===== src/rtl/qoi_enc_pkg.sv =====
// Types, op codes and the index hash shared by the QOI RGB pixel encoder.
// No dependencies; all rtl/ files but qoi_enc_ram import this package.
`default_nettype none

package qoi_enc_pkg;

    localparam int unsigned IndexSize   = 64;
    localparam int unsigned IndexW      = $clog2(IndexSize);
    localparam int unsigned AlphaFull   = 255;
    localparam int unsigned AlphaWeight = 11;
    localparam int unsigned MaxBytes    = 5;
    localparam int unsigned CountW      = $clog2(MaxBytes + 1);
    localparam int unsigned SlotW       = $clog2(MaxBytes);

    localparam logic [7:0] OpIndex = 8'h00;
    localparam logic [7:0] OpDiff  = 8'h40;
    localparam logic [7:0] OpLuma  = 8'h80;
    localparam logic [7:0] OpRun   = 8'hC0;
    localparam logic [7:0] OpRgb   = 8'hFE;

    localparam logic [5:0] RunLimit = 6'd62;

    // Alpha term of the hash folded to a constant modulo the index size.
    localparam logic [IndexW-1:0] HashBias =
        IndexW'((AlphaFull * AlphaWeight) % IndexSize);

    typedef struct packed {
        logic [7:0] red;
        logic [7:0] green;
        logic [7:0] blue;
        logic       last_pixel;
    } pixel_t;

    typedef struct packed {
        logic [7:0] out_byte;
        logic       last_of_item;
    } code_t;

    typedef struct packed {
        logic [7:0] red;
        logic [7:0] green;
        logic [7:0] blue;
    } rgb_t;

    // Bytes caused by one pixel, first byte in slot 0.
    typedef struct packed {
        logic [MaxBytes-1:0][7:0] bytes;
        logic [CountW-1:0]        count;
    } op_rec_t;

    typedef struct packed {
        logic    valid;
        op_rec_t rec;
    } op_push_t;

    typedef struct packed {
        logic    valid;
        op_rec_t rec;
    } op_head_t;

    // (r*3 + g*5 + b*7 + 255*11) mod 64, carried out in IndexW bits.
    function automatic logic [IndexW-1:0] index_hash(input rgb_t px);
        logic [IndexW-1:0] h;
        h = px.red[IndexW-1:0] * IndexW'(3) + px.green[IndexW-1:0] * IndexW'(5)
          + px.blue[IndexW-1:0] * IndexW'(7) + HashBias;
        return h;
    endfunction

    function automatic logic [7:0] run_byte(input logic [5:0] len);
        return OpRun | {2'b00, len - 6'd1};
    endfunction

endpackage

`default_nettype wire


===== src/rtl/qoi_enc_ram.sv =====
// Generic single-write, single-read RAM with registered read data (read-old on collision).
// No dependencies.
`default_nettype none

module qoi_enc_ram #(
    parameter int unsigned Width = 8,
    parameter int unsigned Depth = 64
) (
    input  wire logic                     clk,
    input  wire logic                     we,
    input  wire logic [$clog2(Depth)-1:0] waddr,
    input  wire logic [Width-1:0]         wdata,
    input  wire logic                     re,
    input  wire logic [$clog2(Depth)-1:0] raddr,
    output logic      [Width-1:0]         rdata
);

    logic [Width-1:0] mem_reg [Depth];

    always_ff @(posedge clk)
    begin
        if (we)
        begin
            mem_reg[waddr] <= wdata;
        end
        if (re)
        begin
            rdata <= mem_reg[raddr];
        end
    end

endmodule

`default_nettype wire


===== src/rtl/qoi_enc_front.sv =====
// Front part: accepts pixels, looks up the colour index, classifies each pixel
// into the QOI bytes it causes. Depends on qoi_enc_pkg and qoi_enc_ram.
`default_nettype none

module qoi_enc_front (
    input  wire logic                 clk,
    input  wire logic                 rst_n,
    input  wire logic                 pix_valid,
    output logic                      pix_stall,
    input  wire qoi_enc_pkg::pixel_t  pix,
    output qoi_enc_pkg::op_push_t     push,
    input  wire logic                 push_ready
);

    import qoi_enc_pkg::*;

    logic              accept;
    logic [IndexW-1:0] in_pos;
    rgb_t              in_rgb;

    logic              s1_valid_reg;
    pixel_t            s1_pix_reg;
    logic [IndexW-1:0] s1_pos_reg;
    rgb_t              cur_rgb;

    rgb_t              prev_reg;
    rgb_t              prev_next;
    logic [5:0]        run_reg;
    logic [5:0]        run_next;
    logic [5:0]        run_inc;
    logic [IndexSize-1:0] slot_valid_reg;

    logic              fwd_hit_reg;
    rgb_t              fwd_rgb_reg;
    rgb_t              ram_rdata;
    rgb_t              entry;

    logic              same;
    logic              hit;
    logic              miss_write;
    logic              wr_en;
    logic              s1_fire;

    logic signed [7:0] dr;
    logic signed [7:0] dg;
    logic signed [7:0] db;
    logic signed [8:0] rg;
    logic signed [8:0] bg;
    logic              diff_ok;
    logic              luma_ok;

    logic [MaxBytes-1:0][7:0] rec_bytes;
    logic [CountW-1:0]        rec_count;

    assign in_rgb  = '{red: pix.red, green: pix.green, blue: pix.blue};
    assign in_pos  = index_hash(in_rgb);
    assign cur_rgb = '{red: s1_pix_reg.red, green: s1_pix_reg.green,
                       blue: s1_pix_reg.blue};

    assign s1_fire   = s1_valid_reg && ((rec_count == '0) || push_ready);
    assign pix_stall = s1_valid_reg && !s1_fire;
    assign accept    = pix_valid && !pix_stall;

    qoi_enc_ram #(
        .Width ($bits(rgb_t)),
        .Depth (IndexSize)
    ) u_index_ram (
        .clk   (clk),
        .we    (wr_en),
        .waddr (s1_pos_reg),
        .wdata (cur_rgb),
        .re    (accept),
        .raddr (in_pos),
        .rdata (ram_rdata)
    );

    // A write on the edge that issued the read is not in the read data; take it from here.
    assign entry = fwd_hit_reg ? fwd_rgb_reg : ram_rdata;
    assign same  = (cur_rgb == prev_reg);
    assign hit   = slot_valid_reg[s1_pos_reg] && (entry == cur_rgb);
    assign wr_en = s1_fire && miss_write;

    assign dr = cur_rgb.red   - prev_reg.red;
    assign dg = cur_rgb.green - prev_reg.green;
    assign db = cur_rgb.blue  - prev_reg.blue;
    assign rg = {dr[7], dr} - {dg[7], dg};
    assign bg = {db[7], db} - {dg[7], dg};

    assign diff_ok = (dr >= -8'sd2) && (dr <= 8'sd1) && (dg >= -8'sd2) && (dg <= 8'sd1)
                  && (db >= -8'sd2) && (db <= 8'sd1);
    assign luma_ok = (dg >= -8'sd32) && (dg <= 8'sd31) && (rg >= -9'sd8) && (rg <= 9'sd7)
                  && (bg >= -9'sd8) && (bg <= 9'sd7);
    assign run_inc = run_reg + 6'd1;

    always_comb
    begin
        rec_bytes  = '0;
        rec_count  = '0;
        run_next   = run_reg;
        prev_next  = prev_reg;
        miss_write = 1'b0;
        if (same)
        begin
            run_next = run_inc;
            if (run_inc == RunLimit)
            begin
                rec_bytes[SlotW'(rec_count)] = run_byte(run_inc);
                rec_count = rec_count + CountW'(1);
                run_next  = '0;
            end
        end
        else
        begin
            prev_next = cur_rgb;
            run_next  = '0;
            if (run_reg != '0)
            begin
                rec_bytes[SlotW'(rec_count)] = run_byte(run_reg);
                rec_count = rec_count + CountW'(1);
            end
            if (hit)
            begin
                rec_bytes[SlotW'(rec_count)] = OpIndex | {2'b00, s1_pos_reg};
                rec_count = rec_count + CountW'(1);
            end
            else
            begin
                miss_write = 1'b1;
                if (diff_ok)
                begin
                    rec_bytes[SlotW'(rec_count)] = OpDiff | {2'b00, dr[1:0] + 2'd2,
                                                   dg[1:0] + 2'd2, db[1:0] + 2'd2};
                    rec_count = rec_count + CountW'(1);
                end
                else if (luma_ok)
                begin
                    rec_bytes[SlotW'(rec_count)] = OpLuma | {2'b00, dg[5:0] + 6'd32};
                    rec_count = rec_count + CountW'(1);
                    rec_bytes[SlotW'(rec_count)] = {rg[3:0] + 4'd8, bg[3:0] + 4'd8};
                    rec_count = rec_count + CountW'(1);
                end
                else
                begin
                    rec_bytes[SlotW'(rec_count)] = OpRgb;
                    rec_count = rec_count + CountW'(1);
                    rec_bytes[SlotW'(rec_count)] = cur_rgb.red;
                    rec_count = rec_count + CountW'(1);
                    rec_bytes[SlotW'(rec_count)] = cur_rgb.green;
                    rec_count = rec_count + CountW'(1);
                    rec_bytes[SlotW'(rec_count)] = cur_rgb.blue;
                    rec_count = rec_count + CountW'(1);
                end
            end
        end
        // End of image: flush what is still pending, then drop all state.
        if (s1_pix_reg.last_pixel)
        begin
            if (run_next != '0)
            begin
                rec_bytes[SlotW'(rec_count)] = run_byte(run_next);
                rec_count = rec_count + CountW'(1);
            end
            run_next  = '0;
            prev_next = '0;
        end
    end

    assign push.valid     = s1_fire && (rec_count != '0);
    assign push.rec.bytes = rec_bytes;
    assign push.rec.count = rec_count;

    always_ff @(posedge clk or negedge rst_n)
    begin
        if (!rst_n)
        begin
            s1_valid_reg   <= 1'b0;
            prev_reg       <= '0;
            run_reg        <= '0;
            slot_valid_reg <= '0;
            fwd_hit_reg    <= 1'b0;
        end
        else
        begin
            if (accept)
            begin
                s1_valid_reg <= 1'b1;
                fwd_hit_reg  <= wr_en && (s1_pos_reg == in_pos);
            end
            else if (s1_fire)
            begin
                s1_valid_reg <= 1'b0;
            end
            if (s1_fire)
            begin
                prev_reg <= prev_next;
                run_reg  <= run_next;
                if (s1_pix_reg.last_pixel)
                begin
                    slot_valid_reg <= '0;
                end
                else if (miss_write)
                begin
                    slot_valid_reg[s1_pos_reg] <= 1'b1;
                end
            end
        end
    end

    always_ff @(posedge clk)
    begin
        if (accept)
        begin
            s1_pix_reg  <= pix;
            s1_pos_reg  <= in_pos;
            fwd_rgb_reg <= cur_rgb;
        end
    end

endmodule

`default_nettype wire


===== src/rtl/qoi_enc_queue.sv =====
// Short queue of op records between the classifier and the byte serializer.
// Depends on qoi_enc_pkg.
`default_nettype none

module qoi_enc_queue #(
    parameter int unsigned Depth = 2
) (
    input  wire logic                  clk,
    input  wire logic                  rst_n,
    input  wire qoi_enc_pkg::op_push_t push,
    output logic                       push_ready,
    output qoi_enc_pkg::op_head_t      head,
    input  wire logic                  pop
);

    import qoi_enc_pkg::*;

    localparam int unsigned PtrW = $clog2(Depth);
    localparam int unsigned CntW = $clog2(Depth + 1);
    localparam logic [PtrW-1:0] LastPtr = PtrW'(Depth - 1);

    op_rec_t         entry_reg [Depth];
    logic [PtrW-1:0] rd_ptr_reg;
    logic [PtrW-1:0] wr_ptr_reg;
    logic [CntW-1:0] count_reg;
    logic            do_push;
    logic            do_pop;

    assign push_ready = (count_reg != CntW'(Depth));
    assign do_push    = push.valid && push_ready;
    assign do_pop     = pop && (count_reg != '0);
    assign head.valid = (count_reg != '0);
    assign head.rec   = entry_reg[rd_ptr_reg];

    always_ff @(posedge clk or negedge rst_n)
    begin
        if (!rst_n)
        begin
            rd_ptr_reg <= '0;
            wr_ptr_reg <= '0;
            count_reg  <= '0;
        end
        else
        begin
            if (do_push)
            begin
                wr_ptr_reg <= (wr_ptr_reg == LastPtr) ? '0 : wr_ptr_reg + PtrW'(1);
            end
            if (do_pop)
            begin
                rd_ptr_reg <= (rd_ptr_reg == LastPtr) ? '0 : rd_ptr_reg + PtrW'(1);
            end
            if (do_push && !do_pop)
            begin
                count_reg <= count_reg + CntW'(1);
            end
            else if (do_pop && !do_push)
            begin
                count_reg <= count_reg - CntW'(1);
            end
        end
    end

    always_ff @(posedge clk)
    begin
        if (do_push)
        begin
            entry_reg[wr_ptr_reg] <= push.rec;
        end
    end

endmodule

`default_nettype wire


===== src/rtl/qoi_enc_back.sv =====
// Back part: walks the bytes of the queue head into the output register.
// Depends on qoi_enc_pkg.
`default_nettype none

module qoi_enc_back (
    input  wire logic                  clk,
    input  wire logic                  rst_n,
    input  wire qoi_enc_pkg::op_head_t head,
    output logic                       pop,
    output logic                       code_valid,
    input  wire logic                  code_stall,
    output qoi_enc_pkg::code_t         code
);

    import qoi_enc_pkg::*;

    logic [SlotW-1:0] slot_reg;
    logic             out_valid_reg;
    code_t            out_reg;
    logic             advance;
    logic             load;
    logic             final_byte;

    assign advance    = !out_valid_reg || !code_stall;
    assign load       = advance && head.valid;
    assign final_byte = (CountW'(slot_reg) + CountW'(1)) == head.rec.count;
    assign pop        = load && final_byte;
    assign code_valid = out_valid_reg;
    assign code       = out_reg;

    always_ff @(posedge clk or negedge rst_n)
    begin
        if (!rst_n)
        begin
            out_valid_reg <= 1'b0;
            slot_reg      <= '0;
        end
        else
        begin
            if (advance)
            begin
                out_valid_reg <= head.valid;
            end
            if (load)
            begin
                slot_reg <= final_byte ? '0 : slot_reg + SlotW'(1);
            end
        end
    end

    always_ff @(posedge clk)
    begin
        if (load)
        begin
            out_reg.out_byte     <= head.rec.bytes[slot_reg];
            out_reg.last_of_item <= final_byte;
        end
    end

endmodule

`default_nettype wire


===== src/rtl/qoi_rgb_pixel_encoder_unit.sv =====
// Top level of the QOI RGB pixel encoder: front classifier, op queue, byte serializer.
// Depends on qoi_enc_pkg, qoi_enc_front, qoi_enc_queue, qoi_enc_back.
//
//   channel  | direction | handshake             | payload
//   ---------+-----------+-----------------------+----------------------------------
//   pix      | in        | pix_valid / pix_stall | red, green, blue, last_pixel
//   code     | out       | code_valid/code_stall | out_byte, last_of_item
//
// Rate: one pixel a cycle while each pixel causes at most one byte and code_stall is low;
// a pixel that causes k bytes holds the byte serializer for its k bytes (one output byte per cycle).
// Path: a pixel goes through the front stage register, a queue entry, then the output register.
// Reset: asynchronous; the 64 index slots carry valid flops cleared at once, so no
// clearing pass; the marked last pixel clears them the same way.
// Stalls: the queue lets the classifier keep running while the output is stalled,
// and the input stalls only once the queue fills.
`default_nettype none

module qoi_rgb_pixel_encoder_unit #(
    parameter int unsigned QueueDepth = 2    // op records in flight, 2 or more
) (
    input  wire logic                 clk,
    input  wire logic                 rst_n,
    input  wire logic                 pix_valid,
    output logic                      pix_stall,
    input  wire qoi_enc_pkg::pixel_t  pix,
    output logic                      code_valid,
    input  wire logic                 code_stall,
    output qoi_enc_pkg::code_t        code
);

    import qoi_enc_pkg::*;

    op_push_t push;
    logic     push_ready;
    op_head_t head;
    logic     pop;

    // Front: input stage, index lookup with write forwarding, run/index/diff/luma/rgb choice.
    qoi_enc_front u_front (
        .clk        (clk),
        .rst_n      (rst_n),
        .pix_valid  (pix_valid),
        .pix_stall  (pix_stall),
        .pix        (pix),
        .push       (push),
        .push_ready (push_ready)
    );

    // Queue: holds whole op records so the front never waits on single bytes.
    qoi_enc_queue #(
        .Depth (QueueDepth)
    ) u_queue (
        .clk        (clk),
        .rst_n      (rst_n),
        .push       (push),
        .push_ready (push_ready),
        .head       (head),
        .pop        (pop)
    );

    // Back: one byte per cycle to the output reg while unstalled; mark the final byte.
    qoi_enc_back u_back (
        .clk        (clk),
        .rst_n      (rst_n),
        .head       (head),
        .pop        (pop),
        .code_valid (code_valid),
        .code_stall (code_stall),
        .code       (code)
    );

    // A record pushed while the queue is full would be lost.
    assert property (@(posedge clk) disable iff (!rst_n) push.valid |-> push_ready)
        else $error("op record pushed into a full queue");

    // Only non-empty records of at most five bytes may reach the serializer.
    assert property (@(posedge clk) disable iff (!rst_n)
        head.valid |-> (head.rec.count != '0) && (head.rec.count <= CountW'(MaxBytes)))
        else $error("queue head holds a bad byte count");

    // The serializer pops only a present record.
    assert property (@(posedge clk) disable iff (!rst_n) pop |-> head.valid)
        else $error("pop from an empty queue");

    // A popped record's byte goes out flagged as the final byte of its pixel.
    assert property (@(posedge clk) disable iff (!rst_n)
        pop |=> code_valid && code.last_of_item)
        else $error("final byte of a pixel not flagged");

endmodule

`default_nettype wire


===== config.mk =====
export PLATFORM = sky130hd
export DESIGN_NAME = qoi_rgb_pixel_encoder_unit
export DESIGN_NICKNAME = d
export VERILOG_FILES = /design/src/rtl/qoi_enc_pkg.sv /design/src/rtl/qoi_enc_ram.sv /design/src/rtl/qoi_enc_front.sv /design/src/rtl/qoi_enc_queue.sv /design/src/rtl/qoi_enc_back.sv /design/src/rtl/qoi_rgb_pixel_encoder_unit.sv
export SDC_FILE = /design/constraint.sdc
export NUM_CORES = 2
export LEC_CHECK = 0
export ABC_AREA = 1
export BUFFER_PORTS_ARGS = -buffer_cell sky130_fd_sc_hd__buf_2
export CORE_ASPECT_RATIO = 0.9
export CORE_MARGIN = 5
export CORE_UTILIZATION = 27
export CTS_BUF_LIST = sky130_fd_sc_hd__clkbuf_16
export DETAILED_ROUTE_END_ITERATION = 16
export GPL_TIMING_DRIVEN = 1
export HOLD_SLACK_MARGIN = 0.03
export PLACE_DENSITY_LB_ADDON = 0.2
export SYNTH_ARGS = -nofsm -noshare
export SYNTH_HDL_FRONTEND = slang
export SYNTH_HIERARCHICAL = 1
export SYNTH_SLANG_ARGS = --single-unit

===== constraint.sdc =====
create_clock -name clk -period 14.3 [get_ports clk]
set_input_delay 2.86 -clock clk [delete_from_list [all_inputs] [get_ports clk]]
set_output_delay 2.86 -clock clk [all_outputs]
set_load 0.005 [all_outputs]

==> results.txt <==
status: completed
period utilisation layout: 0.670
total global routing overflow: 0
routing usage on met2: 0.255
Max rail drop VDD: 444 uV
R2R Setup Slk: 6110 ps
clock root buffer: clkbuf_16
CTS Buf Count: 201
vias: 54,526
required time worst endpoint: 11,440 ps
final hold violations: 0
row count: 189
commonest cells after routing, fill and taps aside: nand2_1 (2,505), edfxtp_1 (1,710), nand3_1 (1,398), inv_1 (289), clkbuf_16 (204)
Mapped Cells: 7,238
largest net degree at the start of global routing: 207
Mapped Nets: 7,347
Max transition margin: 0.186
min setup slack post-route: 4720 ps
pre-CTS setup slack: 5660 ps
total track usage: 0.164
Core Area: 0.294 sq mm
flops & latches, synth: 1,814
Synth async-reset ratio: 0.0573
global-route wire length before repair: 378,000 um
commonest non-fill, non-tap cell in the layout: nand2_1
worst stage delay on the critical path: 600 ps
area leader, netlist: edfxtp_1
sequential area share after synthesis: 0.676
fraction of layout cells with a size suffix above 1: 0.0940
Worst setup SP type: register
grt peak-use layer: met2
number of synthesized flops with an enable pin: 1,710
H-tree levels: 4
Pwr Density: 229 mW/mm^2
drt pass-1 iters: 6
WP depth: 30
DRC viols: 0
gp weighted congestion: 0.877
post-synthesis area per instance: 11.0 sq um
Final ANT Viol Nets: 0
max cap viols: 0
DRT iter0 DRCs: 5,487
Area growth syn-to-layout: 12.8%
postcts setup bufs: 0
Die W: 583 um
reg2reg end: u_front/u_index_ram/mem_reg[22][10]$_DFFE_PP_
Top delay family on crit path: simple AND/OR/NAND/NOR gates
Initial Utilization: 0.271
Syn Std Cell Area: 0.0798 sq mm
worst-path fanout max: 67
final wirelength: 260,000 um
Worst-Margin Slew: 1220 ps
synth warn: 6
vias in the first global route: 51,691
Final nets: 7,325
CTS tree: built
die area: 0.306 sq mm
kind of critical path: register to output pin
final setup TNS: 0 ps
initial antenna violation count: 4
most common flop cell mapped by yosys: edfxtp_1
hold path start: u_front/slot_valid_reg[48]$_DFFE_PN0P_
Fin Clk Skew: 45.5 ps
leak pwr: 32.9 nW
Worst-path clk slew: 60 ps
Worst Path Arrival: 6720 ps
hold buffers post-CTS: 0
GRT met3 Usage: 0.0245
WHS Path Cells: 2
RSZ-0062 raised after global routing: no
reg-to-reg startpoint: u_front/cur_rgb[8]$_DFFE_PP_
CP Buf/Inv Count: 8
Hold Crit Class: register to register
HPWL Detailed: 146,000 um
Slew Viols, Final: 0
Design Power: 20.6 mW
Setup crit end kind: output pin
Max Buffers Root-to-Sink: 4
IO Port Bufs: 39
area share of the largest cell type after synthesis: 0.644
Routed WL per cell: 23.0 um
GR Layer Usage met1: 0.241
number of flip-flops in the largest register: 1,536
Slowest-stage cell, CP: buf_4
worst-skew pair later-pin latency: 870 ps
via density per instance: 4.83
Hold Path Sink: u_front/slot_valid_reg[48]$_DFFE_PN0P_
clk sink count: 1,814
# IOs: 40
worst reg2reg path depth: 34
Resized cells post-CTS: 0
FMAX: 104 MHz
cells taking the most area after synthesis: edfxtp_1 (64%), nand2_1 (12%), nand3_1 (8.8%)
endpoints failing setup: 0
Most Frequent Cell on Critical Path: inv_1
die height: 526 um
min Tclk post-route: 9580 ps
Yosys cell types: 63
cell type report:
cell class                 count  area [sq um]
sequential                  1814         54000
fill                       29956        204000
timing repair buffer         185          1380
multi-input combinational   4748         22700
tap                         3915          4900
clock buffer                 204          5100
antenna                        6          15.0
inverter                     266          1050
clock inverter               145           905
cell usage after synthesis (all sizes together), types with 2 or more instances:
| library cell | instances |
|---|---|
| a21oi | 47 |
| a221oi | 2 |
| a22oi | 8 |
| a31o | 2 |
| a31oi | 6 |
| buf | 324 |
| clkbuf | 86 |
| clkinv | 2 |
| dfrtp | 104 |
| edfxtp | 1710 |
| fa | 23 |
| ha | 57 |
| inv | 264 |
| mux2i | 3 |
| nand2 | 2558 |
| nand3 | 1414 |
| nand3b | 3 |
| nand4 | 40 |
| nor2 | 174 |
| nor3 | 24 |
| nor3b | 2 |
| nor4 | 14 |
| o2111ai | 8 |
| o211ai | 15 |
| o21ai | 247 |
| o21bai | 4 |
| o221ai | 4 |
| o22ai | 10 |
| o311ai | 2 |
| o31ai | 5 |
| or2 | 2 |
| xnor2 | 24 |
| xor2 | 43 |
stage by stage:
step	hold WS, ps	instance area [sq um]	cells	utilization
global placement	464	83900	10928	0.285
finish	478	90000	11283	0.306
global route	498	89900	11277	0.306
CTS	484	89900	11277	0.306
detailed placement	469	83900	10928	0.285
floorplan	453	79800	7238	-
how the worst max path moves through the flow:
| stage | from | endpoint | slack (ps) |
|---|---|---|---|
| final | u_front/cur_rgb[8]$_DFFE_PP_ | pix_stall | 4720 |
| after global routing | u_front/cur_rgb[8]$_DFFE_PP_ | pix_stall | 4150 |
| after CTS | u_front/cur_rgb[8]$_DFFE_PP_ | pix_stall | 4720 |
| after detailed placement | u_front/cur_rgb[8]$_DFFE_PP_ | pix_stall | 5660 |
| after global placement | u_front/cur_rgb[8]$_DFFE_PP_ | pix_stall | 5410 |
| after floorplan | u_front/cur_rgb[8]$_DFFE_PP_ | u_front/u_index_ram/mem_reg[48][0]$_DFFE_PP_ | 5910 |
power breakdown:
part	switching [mW]	total, mW	internal [mW]
sequential	0.171	6.67	6.50
clock	2.12	4.86	2.74
combinational	6.99	9.09	2.10
worst register-to-register path, delay by kind of cell (launching register included):
kind	cells	cell delay, ps
compound gates	3	490
xor+xnor	2	480
fa+ha+maj	4	1240
buf+inv	9	2500
flops	1	320
simple gates	16	2850
per-layer routing:
metal,vias up,part of all wire
li1,25091,-
met1,27445,0.46
met2,1655,0.45
met3,335,0.061
met4,0,0.024
met5,-,0
logic make-up (layout without fill, tap and decap cells):
kind of cell,after synthesis,after routing,synth area share
AOI/OAI and AO/OA,366,366,0.0286
xor gates and xnor gates,67,67,0.00764
adders and majority gates,80,80,0.0147
buffers and inverters,676,800,0.0446
DFF,1814,1814,0.676
muxes,3,3,0.000376
other,0,6,0
and+or+nand+nor,4232,4232,0.228
No activity file was read; power rests on OpenSTA's default activity.
